--- config.mk ---
export PLATFORM = sky130hd
export DESIGN_NAME = morse_character_keyer
export DESIGN_NICKNAME = d
export VERILOG_FILES = /design/src/rtl/mck_pkg.sv /design/src/rtl/mck_front.sv /design/src/rtl/mck_queue.sv /design/src/rtl/mck_back.sv /design/src/rtl/morse_character_keyer.sv
export SDC_FILE = /design/constraint.sdc
export NUM_CORES = 1
export LEC_CHECK = 0
export ABC_CLOCK_PERIOD_IN_PS = 2250
export BUFFER_PORTS_ARGS = -buffer_cell sky130_fd_sc_hd__buf_2
export CORE_MARGIN = 5
export CORE_UTILIZATION = 30
export CTS_BUF_LIST = sky130_fd_sc_hd__clkbuf_16
export DETAILED_ROUTE_END_ITERATION = 7
export PLACE_DENSITY = 0.49
export SLEW_MARGIN = 20
export SYNTH_ARGS = -nofsm -noshare
export SYNTH_HDL_FRONTEND = slang
export SYNTH_HIERARCHICAL = 1
export SYNTH_SLANG_ARGS = --single-unit
export TNS_END_PERCENT = 10
--- constraint.sdc ---
create_clock -name clk -period 2.25 [get_ports clk]
set_input_delay 0.1125 -clock clk [delete_from_list [all_inputs] [get_ports clk]]
set_output_delay 0.1125 -clock clk [all_outputs]
set_load 0.01 [all_outputs]
--- src/rtl/mck_pkg.sv ---
// Shared types, constants and Morse code tables for the character keyer.
package mck_pkg;

    localparam int MaxElems   = 5;
    localparam int QueueDepth = 2;

    localparam logic [7:0] SpaceChar = 8'h20;
    localparam logic [7:0] UpperA    = 8'h41;
    localparam logic [7:0] UpperZ    = 8'h5A;
    localparam logic [7:0] LowerA    = 8'h61;
    localparam logic [7:0] LowerZ    = 8'h7A;
    localparam logic [7:0] Digit0    = 8'h30;
    localparam logic [7:0] Digit9    = 8'h39;

    localparam logic [2:0] DurDot     = 3'd1;
    localparam logic [2:0] DurDash    = 3'd3;
    localparam logic [2:0] DurElemGap = 3'd1;
    localparam logic [2:0] DurCharGap = 3'd3;
    localparam logic [2:0] DurWordGap = 3'd7;

    // Nibble per element, first element in the highest used nibble: 1 dot, 2 dash.
    localparam logic [19:0] LetterCodes [26] = '{
        20'h00012, 20'h02111, 20'h02121, 20'h00211, 20'h00001, 20'h01121, 20'h00221,
        20'h01111, 20'h00011, 20'h01222, 20'h00212, 20'h01211, 20'h00022, 20'h00021,
        20'h00222, 20'h01221, 20'h02212, 20'h00121, 20'h00111, 20'h00002, 20'h00112,
        20'h01112, 20'h00122, 20'h02112, 20'h02122, 20'h02211
    };

    localparam logic [19:0] DigitCodes [10] = '{
        20'h22222, 20'h12222, 20'h11222, 20'h11122, 20'h11112,
        20'h11111, 20'h21111, 20'h22111, 20'h22211, 20'h22221
    };

    // Character descriptor handed from front to back; dashes[0] is the first element.
    typedef struct packed {
        logic       is_space;
        logic [2:0] count;
        logic [4:0] dashes;
    } mck_desc_t;

    typedef struct packed {
        logic      valid;
        mck_desc_t desc;
    } mck_head_t;

endpackage

--- src/rtl/mck_front.sv ---
// Front end: accepts characters, classifies them and writes descriptors into the queue.
module mck_front (
    input  logic              in_valid,
    output logic              in_stall,
    input  logic [7:0]        char_code,
    input  logic              queue_full,
    output logic              push,
    output mck_pkg::mck_desc_t push_desc
);
    import mck_pkg::*;

    logic [7:0]  offset;
    logic [19:0] code;
    logic [2:0]  count;
    logic [4:0]  dashes;
    logic [2:0]  pos;

    always_comb
    begin
        offset = 8'd0;
        code   = 20'h0;
        if (char_code >= UpperA && char_code <= UpperZ)
        begin
            offset = char_code - UpperA;
            code   = LetterCodes[offset[4:0]];
        end
        else if (char_code >= LowerA && char_code <= LowerZ)
        begin
            offset = char_code - LowerA;
            code   = LetterCodes[offset[4:0]];
        end
        else if (char_code >= Digit0 && char_code <= Digit9)
        begin
            offset = char_code - Digit0;
            code   = DigitCodes[offset[3:0]];
        end
    end

    // Codes have no inner gaps, so the element count is the number of used nibbles.
    always_comb
    begin
        count = 3'd0;
        for (int i = 0; i < MaxElems; i++)
        begin
            if (code[4*i +: 2] != 2'd0)
                count = count + 3'd1;
        end
        dashes = 5'd0;
        for (int i = 0; i < MaxElems; i++)
        begin
            if (3'(i) < count)
            begin
                pos       = count - 3'd1 - 3'(i);
                dashes[i] = code[4*pos + 1];
            end
        end
        pos = 3'd0;
    end

    assign in_stall           = queue_full;
    assign push               = in_valid && !queue_full;
    assign push_desc.is_space = (char_code == SpaceChar);
    assign push_desc.count    = count;
    assign push_desc.dashes   = dashes;

endmodule

--- src/rtl/mck_queue.sv ---
// Short descriptor queue between the front and back ends.
module mck_queue (
    input  logic               clk,
    input  logic               rst_n,
    input  logic               push,
    input  mck_pkg::mck_desc_t push_desc,
    output logic               full,
    input  logic               pop,
    output mck_pkg::mck_head_t head
);
    import mck_pkg::*;

    localparam int PtrW = $clog2(QueueDepth);

    mck_desc_t        mem [QueueDepth];
    logic [PtrW-1:0]  wr_ptr_reg, wr_ptr_next;
    logic [PtrW-1:0]  rd_ptr_reg, rd_ptr_next;
    logic [PtrW:0]    fill_reg, fill_next;

    assign full       = (fill_reg == (PtrW+1)'(QueueDepth));
    assign head.valid = (fill_reg != '0);
    assign head.desc  = mem[rd_ptr_reg];

    always_comb
    begin
        wr_ptr_next = wr_ptr_reg;
        rd_ptr_next = rd_ptr_reg;
        fill_next   = fill_reg;
        if (push)
            wr_ptr_next = (wr_ptr_reg == PtrW'(QueueDepth - 1)) ? '0 : wr_ptr_reg + 1'b1;
        if (pop)
            rd_ptr_next = (rd_ptr_reg == PtrW'(QueueDepth - 1)) ? '0 : rd_ptr_reg + 1'b1;
        if (push && !pop)
            fill_next = fill_reg + 1'b1;
        else if (pop && !push)
            fill_next = fill_reg - 1'b1;
    end

    always_ff @(posedge clk or negedge rst_n)
    begin
        if (!rst_n)
        begin
            wr_ptr_reg <= '0;
            rd_ptr_reg <= '0;
            fill_reg   <= '0;
        end
        else
        begin
            wr_ptr_reg <= wr_ptr_next;
            rd_ptr_reg <= rd_ptr_next;
            fill_reg   <= fill_next;
        end
    end

    always_ff @(posedge clk)
    begin
        if (push)
            mem[wr_ptr_reg] <= push_desc;
    end

endmodule

--- src/rtl/mck_back.sv ---
// Back end: steps through a descriptor and emits one keying segment per cycle while the output is not stalled.
module mck_back (
    input  logic               clk,
    input  logic               rst_n,
    input  mck_pkg::mck_head_t head,
    output logic               pop,
    output logic               out_valid,
    input  logic               out_stall,
    output logic               lamp_on,
    output logic [2:0]         duration_units,
    output logic               last_segment
);
    import mck_pkg::*;

    logic       busy_reg, busy_next;
    mck_desc_t  cur_reg;
    logic [2:0] idx_reg, idx_next;
    logic       phase_reg, phase_next;
    logic       out_valid_reg, out_valid_next;
    logic       lamp_reg, lamp_next;
    logic [2:0] dur_reg, dur_next;
    logic       last_reg, last_next;

    mck_desc_t  src;
    logic [2:0] idx;
    logic       phase;
    logic       load;
    logic       fire;

    assign load  = !out_valid_reg || !out_stall;
    assign fire  = load && (busy_reg || head.valid);
    assign pop   = fire && !busy_reg;
    assign src   = busy_reg ? cur_reg : head.desc;
    assign idx   = busy_reg ? idx_reg : 3'd0;
    assign phase = busy_reg ? phase_reg : 1'b0;

    always_comb
    begin
        busy_next      = busy_reg;
        idx_next       = idx_reg;
        phase_next     = phase_reg;
        out_valid_next = load ? fire : out_valid_reg;
        lamp_next      = lamp_reg;
        dur_next       = dur_reg;
        last_next      = last_reg;
        if (fire)
        begin
            if (src.is_space)
            begin
                lamp_next = 1'b0;
                dur_next  = DurWordGap;
                last_next = 1'b1;
                busy_next = 1'b0;
            end
            else if (idx == src.count)
            begin
                lamp_next = 1'b0;
                dur_next  = DurCharGap;
                last_next = 1'b1;
                busy_next = 1'b0;
            end
            else if (!phase)
            begin
                lamp_next  = 1'b1;
                dur_next   = src.dashes[idx] ? DurDash : DurDot;
                last_next  = 1'b0;
                busy_next  = 1'b1;
                idx_next   = idx;
                phase_next = 1'b1;
            end
            else
            begin
                lamp_next  = 1'b0;
                dur_next   = DurElemGap;
                last_next  = 1'b0;
                busy_next  = 1'b1;
                idx_next   = idx + 3'd1;
                phase_next = 1'b0;
            end
        end
    end

    always_ff @(posedge clk or negedge rst_n)
    begin
        if (!rst_n)
        begin
            busy_reg      <= 1'b0;
            idx_reg       <= 3'd0;
            phase_reg     <= 1'b0;
            out_valid_reg <= 1'b0;
        end
        else
        begin
            busy_reg      <= busy_next;
            idx_reg       <= idx_next;
            phase_reg     <= phase_next;
            out_valid_reg <= out_valid_next;
        end
    end

    always_ff @(posedge clk)
    begin
        if (pop)
            cur_reg <= head.desc;
        lamp_reg <= lamp_next;
        dur_reg  <= dur_next;
        last_reg <= last_next;
    end

    assign out_valid      = out_valid_reg;
    assign lamp_on        = lamp_reg;
    assign duration_units = dur_reg;
    assign last_segment   = last_reg;

endmodule

--- src/rtl/morse_character_keyer.sv ---
// Top level of the Morse character keyer: front end, descriptor queue, segment generator.
//
// Input channel: in_valid / in_stall with char_code, one ASCII character per
// transaction. Output channel: out_valid / out_stall with lamp_on,
// duration_units and last_segment, one keying segment per transaction.
// A letter or digit of n elements gives 2n+1 segments (lit element, 1-unit
// gap, ..., closing 3-unit gap); a space gives one 7-unit dark segment; any
// other code gives one 3-unit dark segment. last_segment marks the end of a
// character.
// The front end classifies a character in the cycle it is taken and writes a
// descriptor into a two-entry queue; in_stall is high only while that queue
// is full. The back end emits one segment per cycle into an output register while
// the output is not stalled, so a character gives 1 to 11 segments (2n+1); its first
// segment passes through a queue entry and then the output register.
// While out_stall is high the output register holds its segment and the
// generator waits; the queue keeps taking characters until it fills.
// Reset empties the queue and the output register; nothing else needs clearing.
module morse_character_keyer (
    input  logic       clk,
    input  logic       rst_n,
    input  logic       in_valid,
    output logic       in_stall,
    input  logic [7:0] char_code,
    output logic       out_valid,
    input  logic       out_stall,
    output logic       lamp_on,
    output logic [2:0] duration_units,
    output logic       last_segment
);
    import mck_pkg::*;

    logic      push;
    logic      queue_full;
    logic      pop;
    mck_desc_t push_desc;
    mck_head_t head;

    mck_front u_front (
        .in_valid   (in_valid),
        .in_stall   (in_stall),
        .char_code  (char_code),
        .queue_full (queue_full),
        .push       (push),
        .push_desc  (push_desc)
    );

    mck_queue u_queue (
        .clk       (clk),
        .rst_n     (rst_n),
        .push      (push),
        .push_desc (push_desc),
        .full      (queue_full),
        .pop       (pop),
        .head      (head)
    );

    mck_back u_back (
        .clk            (clk),
        .rst_n          (rst_n),
        .head           (head),
        .pop            (pop),
        .out_valid      (out_valid),
        .out_stall      (out_stall),
        .lamp_on        (lamp_on),
        .duration_units (duration_units),
        .last_segment   (last_segment)
    );

endmodule
; ---- Word level (Yosys, flattened, before mapping)
; Memories as Yosys holds them, arrays and structs flattened.
; Cells that the tools add are included.
[word_totals]
regBits = 24
ram_bits = 18
rom_bits = 1600
input_bits = 12
output_inout_bits = 7
n_memories = 4
[memory_table]
columns = memory, words, width, read_ports, rd_clocked_by_memory_dff, wr, line
row1 = (no name shown), 32, 20, 1, 0, 0, mck_front.sv:25  ; code = LetterCodes[offset[4:0]];
row2 = (no name shown), 32, 20, 1, 0, 0, mck_front.sv:30  ; code = LetterCodes[offset[4:0]];
row3 = (no name shown), 16, 20, 1, 0, 0, mck_front.sv:35  ; code = DigitCodes[offset[3:0]];
row4 = u_queue.mem, 2, 9, 1, 0, 1, mck_queue.sv:15  ; mck_desc_t mem [QueueDepth];
[op_classes]
addsub = 22
n_lt_le_gt_ge = 20
eq_ne = 3
muxes = 48
bitwise = 5
n_reduce_logical = 26
[op_table]
columns = operator, n
row1 = $mux 20, 9
row2 = $lt 32x6->1 const B, 5
row3 = $add 5x1->6 const B, 5
row4 = $bmux 1 s5, 5
row5 = $mux 3, 8
row6 = $mux 1, 21
row7 = $ge 8x7->1 const B, 2
row8 = $le 8x7->1 const B, 2
row9 = $reduce_bool 2->1, 7
row10 = $add 3x1->3 const B, 4
row11 = $ge 6x6->1 const B, 2
row12 = $not 5->6, 2
row13 = $sub 5x1->5 const B, 2
row14 = $mux 9, 1
row15 = $eq 8x6->1 const B, 1
row16 = $ge 8x6->1 const B, 1
row17 = $le 8x6->1 const B, 1
row18 = $logic_and 1x1->1, 8
row19 = $logic_not 1->1, 6
row20 = $lt 1x3->1 const A, 2
row21 = $lt 2x3->1 const A, 2
row22 = $mux 2, 3
row23 = $sub 3x1->3 const B, 2
row24 = $sub 3x2->3 const B, 2
row25 = other kinds (18), 21

; ---- Depth between registers and ports, before layout
; Gate-level depths: netlist of the first run.
[logic_depth]
depth_word = 24
mapped_depth = 27
mapped_depth_nobuf = 26

; ---- Modules after synthesis
; The synthesis of the first run kept the hierarchy.
[modules_own_cells]
columns = mod, n_inst, cells_each, area_per_inst_um2, seq_area_each_um2
row1 = mck_front, 1, 203, 1514.0, 0.0
row2 = mck_back, 1, 74, 953.4, 540.5
row3 = mck_queue, 1, 44, 844.6, 640.6

; ---- Least setup slack after synthesis of the first run
; Ideal clock, no wire load.
[synth_path]
path_type = input-to-reg
from = input char_code[1]
to = memory u_queue/mem[0][2] (netlist name) (data pin)
setup_ns = 0.177
arrival_time_ns = 4.853
t_required_ns = 2.073
setup_slack_ns = -2.780
stages = 25
n_path_buf = 2
path_cell_list = clkbuf_1 inv_1 ha_1 inv_1 ha_1 inv_1 or4_1 a21oi_1 o32a_1 o221a_2 inv_1 ha_1 a211oi_1 a21oi_1 ha_1 nand2_1 nand2_1 ha_1 a21oi_1 and2_1 ha_1 clkbuf_2 xnor2_2 or3b_1 a221oi_2
[synth_rtl]
columns = element, line
row1 = "start, declared", morse_character_keyer.sv:23  ; input logic [7:0] char_code,
row2 = "end, declared", mck_queue.sv:15

==> results of run 1 <==
==> through the flow <==
stage | util, % | total power, mW
after detailed placement | 39.4 | 3.32
final | 43.7 | 4.22
after CTS | 42.5 | 4.17
after global placement | 39.4 | 3.28
after global routing | 43.7 | 4.52
after floorplan | - | 2.72
==> final timing paths <==
check                                            endpoint  slack [ps]  depth (start not counted)
setup reg to reg             u_back/phase_reg$_DFFE_PN0P_         240                          6
setup / recovery              u_queue/mem[0][2]$_DFFE_PP_       -1910                         26
hold reg to reg            u_queue/wr_ptr_reg$_DFFE_PN0P_         490                          1
min in group asynchronous    u_back/phase_reg$_DFFE_PN0P_         230                          2
hold / removal               u_back/out_valid$_DFFE_PN0P_         120                          3
max in group asynchronous  u_queue/wr_ptr_reg$_DFFE_PN0P_        1810                          2
==> area by class of cell <==
type | count | area share, %
multi-input combinational | 245 | 47.3
sequential | 41 | 24.9
timing repair buffer | 117 | 19.1
tap | 140 | 3.70
clock buffer | 5 | 2.64
inverter | 19 | 1.87
clock inverter | 3 | 0.475
==> layer usage <==
metal	vias to the layer above	wire length [µm]	GRT usage (%)
li1	1427	-	-
met3	15	189	1.53
met1	1370	3530	15.7
met4	0	119	3.36
met2	40	4420	24.0
met5	-	0	0
==> synthesized netlist by cell type (3+ instances only) <==
| master | n | area, µm² |
|---|---|---|
| nor3_1 | 6 | 30.0 |
| a21oi_1 | 17 | 85.1 |
| o21ai_0 | 13 | 65.1 |
| dfrtp_1 | 10 | 250 |
| xnor2_1 | 8 | 70.1 |
| o221ai_1 | 3 | 26.3 |
| o21ai_1 | 3 | 15.0 |
| a21o_1 | 5 | 37.5 |
| edfxtp_1 | 31 | 931 |
| nor2_1 | 15 | 56.3 |
| mux2i_1 | 5 | 50.1 |
| clkbuf_1 | 6 | 22.5 |
| and2_1 | 5 | 31.3 |
| inv_1 | 18 | 67.6 |
| nand3_1 | 5 | 25.0 |
| o211ai_1 | 5 | 37.5 |
| o2bb2ai_1 | 3 | 26.3 |
| a31oi_1 | 3 | 18.8 |
| buf_6 | 5 | 56.3 |
| xor2_1 | 7 | 61.3 |
| nor2b_1 | 7 | 43.8 |
| nand2_1 | 23 | 86.3 |
| mux2_2 | 10 | 113 |
| nor3b_1 | 3 | 22.5 |
| or3_1 | 3 | 18.8 |
| nand2b_1 | 9 | 56.3 |
| ha_1 | 16 | 200 |
| a211oi_1 | 7 | 52.6 |
==> cells in the final DEF (no fill, tap or decap), types with 3 or more instances in the layout <==
master      instances
a21o_1              5
a211oi_2            3
o21ai_1             6
mux2_2             10
ha_1                8
nand2b_1            8
nand2_1            21
o211ai_1            5
o221ai_1            3
inv_2               5
xnor2_1             6
ha_4                7
clkinvlp_4          3
edfxtp_1           31
nor3_1              5
buf_12              3
xor2_1              6
nor2_1             14
o2bb2ai_1           3
nor2b_1             7
clkbuf_16           5
inv_1              10
a21oi_2             6
a31oi_2             4
buf_6               4
a21oi_1            11
and2_1              3
nand3_1             5
o21ai_0            10
buf_2              15
mux2i_1             4
dfrtp_1            10
buf_4              93
==> kinds of logic after synthesis <==
family	share of synthesized area, %
xor gates and xnor gates	6.01
DFF	35.7
other	0.113
muxes	7.52
buffers and inverters	5.44
AOI/OAI and AO/OA	22.2
and+or+nand+nor	17.0
adders and majority gates	6.04
==> tightest hold or removal path, stage by stage <==
cell and delay [ps]:
buf_2 90, nand2_1 80, nand2_1 80
==> repair_timing <==
action,4_1_cts,5_1_grt
endpoints found under the setup margin,16,16
pin swaps,22,16
setup buffers,10,1
hold buffers,1,0
gates resized for setup,24,26
endpoints found under the hold margin,10,0
==> power breakdown <==
| group | switching (mW) | internal (mW) | total [mW] | leakage, nW |
|---|---|---|---|---|
| Clock | 0.280 | 0.410 | 0.690 | 0.0621 |
| Sequential | 0.180 | 1.17 | 1.35 | 0.419 |
| Combinational | 1.06 | 1.12 | 2.17 | 1.41 |
==> results.py, run 1 <==
metrics = {
    "synth": {
        "synth.lib_cells_used.distinct": 82,
        "syn-mean-instance-area_um2": 10.3,
        "synthCells": 321,
        "synth_warnings": 6,
        "ys.flop_type": "edfxtp_1",
        "ys_ff_latch": 41,
        "syn-num-nets": 349,
        "async_reset_ff_share_pct": 24.4,
        "synth_edf_count": 31,
        "ys_seq_area_share_pct": 35.7,
        "synth_area_um2": 3310,
    },
    "clocking": {
        "clock_latency_ps": 280,
        "ctsRootBufferMaster": "clkbuf_16",
        "htreeDepth": 2,
        "cts.sinks": 41,
        "clkTransAtPathRegs_ps": 60,
        "cts_tree": "built",
        "numCtsBuffers": 5,
        "cts.path.max_buffers": 2,
    },
    "power_and_ir_drop": {
        "powerDensity_nw_per_um2": 890,
        "power.leakage_nw": 1.89,
        "ir_worst_vdd_uv": 533,
    },
    "route": {
        "wl_um": 8250,
        "via_count": 2852,
        "postRouteAntennaNets": 0,
        "wl_per_cell_um": 14.5,
        "drt_iter0_markers": 121,
        "firstDrtPassIters": 4,
        "drc": 0,
        "vias_per_cell": 5.00,
    },
    "floorplan": {
        "ioPinCount": 19,
        "start_util_pct": 30.6,
        "row_count": 38,
        "dieArea_um2": 13200,
        "core_um2": 10800,
        "fp.dieH_um": 115,
        "die_w_um": 115,
    },
    "grt": {
        "grt_pass1_vias": 2951,
        "grt_first_pass_wirelength_um": 14000,
        "grt_max_degree": 19,
        "gr-total-overflow": 0,
        "grt_usage_pct": 12.9,
        "antenna_found_initial": 0,
    },
    "finish": {
        "diodes": 0,
        "area_delta_synth_final_pct": 43.1,
        "seq_area_um2": 1180,
        "fin_nets": 457,
        "largest_register_ffs": 18,
        "finalInstanceArea_um2": 4740,
        "drive_above_1_share_pct": 48.8,
        "fillers": 1097,
        "final_cells": 570,
        "multi_input_area_um2": 2240,
    },
    "timing": {
        "fin_skew_ps": 3.70,
        "rsz0062_at_grt": "true",
        "fin_setup_tns_ps": -24550,
        "hold_viol": 0,
        "maxSlewHeadroom_pct": 61.3,
        "fin_ws_ps": -1910,
        "finalCriticalPeriod_ps": 4160,
        "tightest_slew_ps": 581,
        "finalCritPeriodShare_pct": 185,
        "final_max_slew_viol_count": 0,
        "setup_viol": 16,
        "fmaxAchievable_ghz": 0.240,
        "hold-worst-slack_ps": 121,
    },
    "place": {
        "portBuffers": 17,
        "place_hpwl_um": 6600,
        "pre_cts_slack_ps": -2390,
        "place_inst": 550,
        "place_area_um2": 4270,
        "gp_congestion": 0.854,
    },
    "critical_path": {
        "crit_required_ps": 2350,
        "critPathKind": "in -> reg",
        "cp_common_cell": "ha_4",
        "worst_path_largest_cell_delay_ps": 410,
        "path_max_fanout": 4,
        "critPathArrivalTime_ps": 4260,
        "crit_path_top_delay_cell": "or4_4",
        "critPathTopFamily": "compound AO/OA/AOI/OAI gates",
        "startpoint": "char_code[0]",
        "start_kind": "input pin",
        "endpoint_kind": "register",
        "rr_startpoint": "u_queue/rd_ptr_reg$_DFFE_PN0P_",
        "worst-path-buf-inv": 6,
    },
    "outcome": {
        "violations": "setup timing",
        "status": "finished with violations",
    },
    "hold_path": {
        "holdCritPathClass": "in -> reg",
        "hold_path_startpoint": "out_stall",
    },
    "run": {
        "maxCapViolations": 0,
    },
}
(Power assumes the default switching activity.)
==> inputs of run 2 (changes only) <==
--- a/config.mk
+++ b/config.mk
@@ -5,7 +5,7 @@
 export SDC_FILE = /design/constraint.sdc
 export NUM_CORES = 1
 export LEC_CHECK = 0
-export ABC_CLOCK_PERIOD_IN_PS = 2250
+export ABC_CLOCK_PERIOD_IN_PS = 5300
 export BUFFER_PORTS_ARGS = -buffer_cell sky130_fd_sc_hd__buf_2
 export CORE_MARGIN = 5
 export CORE_UTILIZATION = 30
==> constraint.sdc (replaced) <==
create_clock -name clk -period 5.3 [get_ports clk]
set_input_delay 0.265 -clock clk [delete_from_list [all_inputs] [get_ports clk]]
set_output_delay 0.265 -clock clk [all_outputs]
set_load 0.01 [all_outputs]
==> results.py, run 2 (synthesis results as in run 1) <==
metrics = {
    "clocking": {
        "cts_tree": "built",
        "clock_latency_ps": 280,
        "numCtsBuffers": 5,
        "htreeDepth": 2,
        "cts.path.max_buffers": 2,
        "postCtsSetupBuffers": 0,
        "clkTransAtPathRegs_ps": 60,
        "cts.sinks": 41,
        "ctsRootBufferMaster": "clkbuf_16",
    },
    "route": {
        "postRouteAntennaNets": 0,
        "wl_per_cell_um": 14.9,
        "via_count": 2537,
        "vias_per_cell": 5.24,
        "drt_iter0_markers": 188,
        "firstDrtPassIters": 4,
        "drc": 0,
        "wl_um": 7230,
    },
    "critical_path": {
        "cp_common_cell": "ha_1",
        "path_max_fanout": 6,
        "critPathKind": "in -> reg",
        "crit_path_top_delay_cell": "or4_1",
        "crit_required_ps": 5360,
        "reg2reg_to": "u_back/phase_reg$_DFFE_PN0P_",
        "critPathArrivalTime_ps": 5060,
        "worst_r2r_path_depth": 5,
        "start_kind": "input pin",
        "endpoint_kind": "register",
        "worst_path_largest_cell_delay_ps": 510,
        "rrSetupSlack_ps": 3080,
        "rr_startpoint": "u_queue/rd_ptr_reg$_DFFE_PN0P_",
    },
    "finish": {
        "fin_nets": 371,
        "final_common_cell": "edfxtp_1",
        "drive_above_1_share_pct": 23.3,
        "most-common-layout-cells": "edfxtp_1, nand2_1, inv_1",
        "diodes": 0,
        "largest_register_ffs": 18,
        "area_delta_synth_final_pct": 12.4,
    },
    "floorplan": {
        "ioPinCount": 19,
        "die_w_um": 115,
        "fp.dieH_um": 115,
        "dieArea_um2": 13200,
        "row_count": 38,
        "core_um2": 10800,
        "start_util_pct": 30.6,
    },
    "timing": {
        "hold_viol": 0,
        "maxSlewHeadroom_pct": 43.8,
        "final_max_slew_viol_count": 0,
        "fin_skew_ps": 5.39,
        "finalCritPeriodShare_pct": 94.3,
        "tightest_slew_ps": 841,
        "finalCriticalPeriod_ps": 5000,
        "fin_setup_tns_ps": 0,
        "rsz0062_at_grt": "false",
        "fin_ws_ps": 302,
        "setup_viol": 0,
        "fmaxAchievable_ghz": 0.200,
    },
    "hold_path": {
        "min_path_cells": 3,
        "hold_path_startpoint": "out_stall",
        "holdCritPathClass": "in -> reg",
        "min_to": "u_back/out_valid$_DFFE_PN0P_",
    },
    "power_and_ir_drop": {
        "ir_worst_vdd_uv": 227,
        "powerDensity_nw_per_um2": 415,
        "power.leakage_nw": 1.43,
    },
    "place": {
        "pre_cts_slack_ps": 70.8,
        "portBuffers": 17,
        "gp_congestion": 0.839,
        "place_hpwl_um": 5480,
    },
    "run": {
        "maxCapViolations": 0,
    },
    "outcome": {
        "status": "complete, no violations",
    },
    "grt": {
        "gr-total-overflow": 0,
        "grt_usage_pct": 11.2,
        "antenna_found_initial": 0,
        "grt_first_pass_wirelength_um": 12400,
        "grt_pass1_vias": 2566,
        "grt_max_degree": 26,
    },
}
[run 2: cell count changes in the layout (fill, tap and decap cells not counted), moves of 4 or more]
cell      delta
buf_4       -80
inv_1        +9
ha_1         +8
ha_4         -7
a21oi_1      +6
a211oi_1     +5
a21oi_2      -5
buf_6        -4
inv_2        -4
[run 2: worst max-delay path, delay by kind of cell]
kind            cells  cell delay (ps)
compound gates      8             1520
fa+ha+maj           6             1640
buf+inv             6              450
mux                 1              160
simple gates        5             1010
[run 2: layer usage]
metal / GRT usage (%) / wire length (µm) / vias up
met2: 20.0 / 3670 / 54
met3: 1.74 / 245 / 14
li1: - / - / 1254
met4: 3.29 / 117 / 0
met5: 0 / 0 / -
met1: 13.9 / 3200 / 1215
[run 2: final cells by class]
| class | instances | area [µm²] |
|---|---|---|
| Fill cell | 1110 | 7120 |
| Multi-Input combinational cell | 245 | 1960 |
| Sequential cell | 41 | 1180 |
| Timing Repair Buffer | 31 | 193 |
| Tap cell | 140 | 175 |
| Clock buffer | 5 | 125 |
| Inverter | 19 | 71.3 |
| Clock inverter | 3 | 18.8 |
[run 2: timing repair]
| item | in CTS | in global routing |
|---|---|---|
| endpoints found under the hold margin | 10 | 0 |
| resized for setup | 0 | 1 |
| hold buffers | 1 | 0 |
| setup endpoints to repair | 0 | 2 |
[run 2: how the worst max path moves through the flow]
stage | cells after the start | end | start | slack, ps
final | 26 | u_queue/mem[0][0]$_DFFE_PP_ | char_code[0] | 300
after global routing | 25 | u_queue/mem[0][0]$_DFFE_PP_ | char_code[0] | 20
after global placement | 26 | u_queue/mem[1][0]$_DFFE_PP_ | char_code[0] | 170
after floorplan | 25 | u_queue/mem[0][2]$_DFFE_PP_ | char_code[1] | 120
after detailed placement | 26 | u_queue/mem[0][0]$_DFFE_PP_ | char_code[0] | 70
after CTS | 25 | u_queue/mem[1][0]$_DFFE_PP_ | char_code[0] | 350
[run 2: through the flow]
step | power (mW) | utilization [%] | instance area (µm²) | hold WS, ps | std cells
finish | 1.55 | 34.3 | 3720 | 265 | 484
global route | 1.65 | 34.3 | 3720 | 283 | 484
CTS | 1.57 | 34.3 | 3710 | 258 | 484
detailed placement | 1.27 | 32.8 | 3560 | 149 | 475
global placement | 1.26 | 32.8 | 3560 | 145 | 475
floorplan | 1.12 | - | 3310 | -30.6 | 321
[run 2: report_power, final]
| part | total [mW] | internal (mW) | switching, mW |
|---|---|---|---|
| registers | 0.582 | 0.499 | 0.0827 |
| logic | 0.674 | 0.304 | 0.370 |
| clock network | 0.289 | 0.172 | 0.117 |
==> inputs of run 3 (changes only) <==
==> constraint.sdc (replaced) <==
create_clock -name clk -period 5.3 [get_ports clk]
set_input_delay 0.53 -clock clk [delete_from_list [all_inputs] [get_ports clk]]
set_output_delay 0.53 -clock clk [all_outputs]
set_load 0.01 [all_outputs]
==> results.py, run 3 (synthesis results as in run 1) <==
metrics = {
    "critical_path": {
        "crit_required_ps": 5380,
        "rr_startpoint": "u_queue/rd_ptr_reg$_DFFE_PN0P_",
        "worst_r2r_path_depth": 5,
        "start_kind": "input pin",
        "startpoint": "char_code[0]",
        "reg2reg_to": "u_back/phase_reg$_DFFE_PN0P_",
        "endpoint_kind": "register",
        "critPathKind": "in -> reg",
        "path_max_fanout": 6,
        "rrSetupSlack_ps": 3090,
        "critPathArrivalTime_ps": 5090,
    },
    "clocking": {
        "cts_tree": "built",
        "ctsRootBufferMaster": "clkbuf_16",
        "numCtsBuffers": 5,
        "cts.sinks": 41,
        "clock_latency_ps": 270,
        "htreeDepth": 2,
        "cts.path.max_buffers": 2,
        "cts_resized": 0,
        "cts_hold_buf": 0,
        "postCtsSetupBuffers": 0,
        "clkTransAtPathRegs_ps": 60,
    },
    "timing": {
        "hold_viol": 0,
        "setup_viol": 0,
        "maxSlewHeadroom_pct": 45.6,
        "fin_skew_ps": 3.72,
        "rsz0062_at_grt": "false",
        "tightest_slew_ps": 815,
        "finalCriticalPeriod_ps": 5010,
        "finalCritPeriodShare_pct": 94.6,
        "final_max_slew_viol_count": 0,
        "fmaxAchievable_ghz": 0.200,
    },
    "finish": {
        "largest_register_ffs": 18,
        "most-common-layout-cells": "edfxtp_1, nand2_1, buf_4",
        "fin_nets": 379,
        "finalInstanceArea_um2": 3800,
        "area_delta_synth_final_pct": 14.7,
        "final_cells": 492,
        "drive_above_1_share_pct": 27.3,
        "diodes": 0,
        "fillers": 1110,
        "final_common_cell": "edfxtp_1",
    },
    "route": {
        "drt_iter0_markers": 150,
        "wl_um": 7250,
        "wl_per_cell_um": 14.7,
        "via_count": 2589,
        "postRouteAntennaNets": 0,
        "drc": 0,
        "firstDrtPassIters": 4,
        "vias_per_cell": 5.26,
    },
    "power_and_ir_drop": {
        "clock_power_share_pct": 17.9,
        "switching_share_pct": 36.3,
        "p_seq_share_pct": 37.4,
        "power.leakage_nw": 1.48,
        "switchingPower_mw": 0.564,
        "ir_worst_vdd_uv": 215,
        "powerDensity_nw_per_um2": 409,
        "p_comb_share_pct": 44.7,
        "p_total_mw": 1.55,
        "p_int_mw": 0.990,
    },
    "grt": {
        "grt_max_degree": 19,
        "grt_pass1_vias": 2508,
        "grt_first_pass_wirelength_um": 12200,
        "grt_usage_pct": 11.3,
        "gr-total-overflow": 0,
        "antenna_found_initial": 0,
    },
    "floorplan": {
        "core_um2": 10800,
        "dieArea_um2": 13200,
        "start_util_pct": 30.6,
        "die_w_um": 115,
        "row_count": 38,
        "fp.dieH_um": 115,
        "ioPinCount": 19,
    },
    "outcome": {
        "status": "complete, no violations",
    },
    "place": {
        "portBuffers": 17,
        "place_area_um2": 3640,
        "place_hpwl_um": 5660,
        "gp_congestion": 0.862,
        "place_inst": 484,
    },
    "run": {
        "maxCapViolations": 0,
    },
    "hold_path": {
        "holdCritPathClass": "in -> async",
    },
}
## run 3: how the worst max path moves through the flow
stage                                  end  cells after the start  slack, ps
2_1_floorplan  u_queue/mem[0][2]$_DFFE_PP_                     25          5
3_3_place_gp   u_queue/mem[0][0]$_DFFE_PP_                     26         -1
3_5_place_dp   u_queue/mem[1][0]$_DFFE_PP_                     26        -80
4_1_cts        u_queue/mem[1][0]$_DFFE_PP_                     26        180
5_1_grt        u_queue/mem[0][0]$_DFFE_PP_                     26         30
6_report       u_queue/mem[1][2]$_DFFE_PP_                     23        290
## run 3: area by class of cell
cell class                      count  area [µm²]  area share [%]
Multi-Input combinational cell    245        1980            52.2
Sequential cell                    41        1180            31.1
Timing Repair Buffer               39         250            6.59
Tap cell                          140         175            4.61
Clock buffer                        5         125            3.29
Inverter                           19        71.3            1.88
Clock inverter                      3        12.5           0.329
## run 3: power groups by stage
| stage | Combinational (mW) | Sequential, mW | Clock [mW] |
|---|---|---|---|
| finish | 0.694 | 0.582 | 0.278 |
| global route | 0.767 | 0.597 | 0.302 |
| CTS | 0.692 | 0.583 | 0.289 |
| detailed placement | 0.688 | 0.589 | 0 |
| global placement | 0.685 | 0.588 | 0 |
| floorplan | 0.575 | 0.552 | 0 |
## run 3: critical path: stages
cell	delay (ps)
buf_2	100
inv_1	70
ha_2	180
inv_1	40
ha_1	320
inv_1	80
or4_1	550
a21oi_1	170
o32a_1	180
o221a_2	210
inv_1	50
ha_1	210
a211oi_2	250
a21oi_1	70
ha_1	290
nand2_1	60
nand2_1	50
ha_1	290
a21oi_2	170
and2_4	180
ha_2	310
or3b_1	420
a221oi_2	330
## run 3: stage by stage
stage	TNS (ps)	setup WS [ps]	utilization, %	hold slack (ps)
6_report	0	288	35.1	111
5_1_grt	0	28.3	35.1	128
4_1_cts	0	177	34.8	113
3_5_place_dp	-262	-78.5	33.6	414
3_3_place_gp	-2.26	-1.13	33.6	410
2_1_floorplan	0	5.02	-	234
## run 3: per-layer routing
layer	track usage, %	part of all wire [%]	up-vias
met3	1.79	3.4	10
met2	20.4	51	44
li1	-	-	1269
met4	3.13	1.6	0
met5	0	0	-
met1	13.8	44	1266
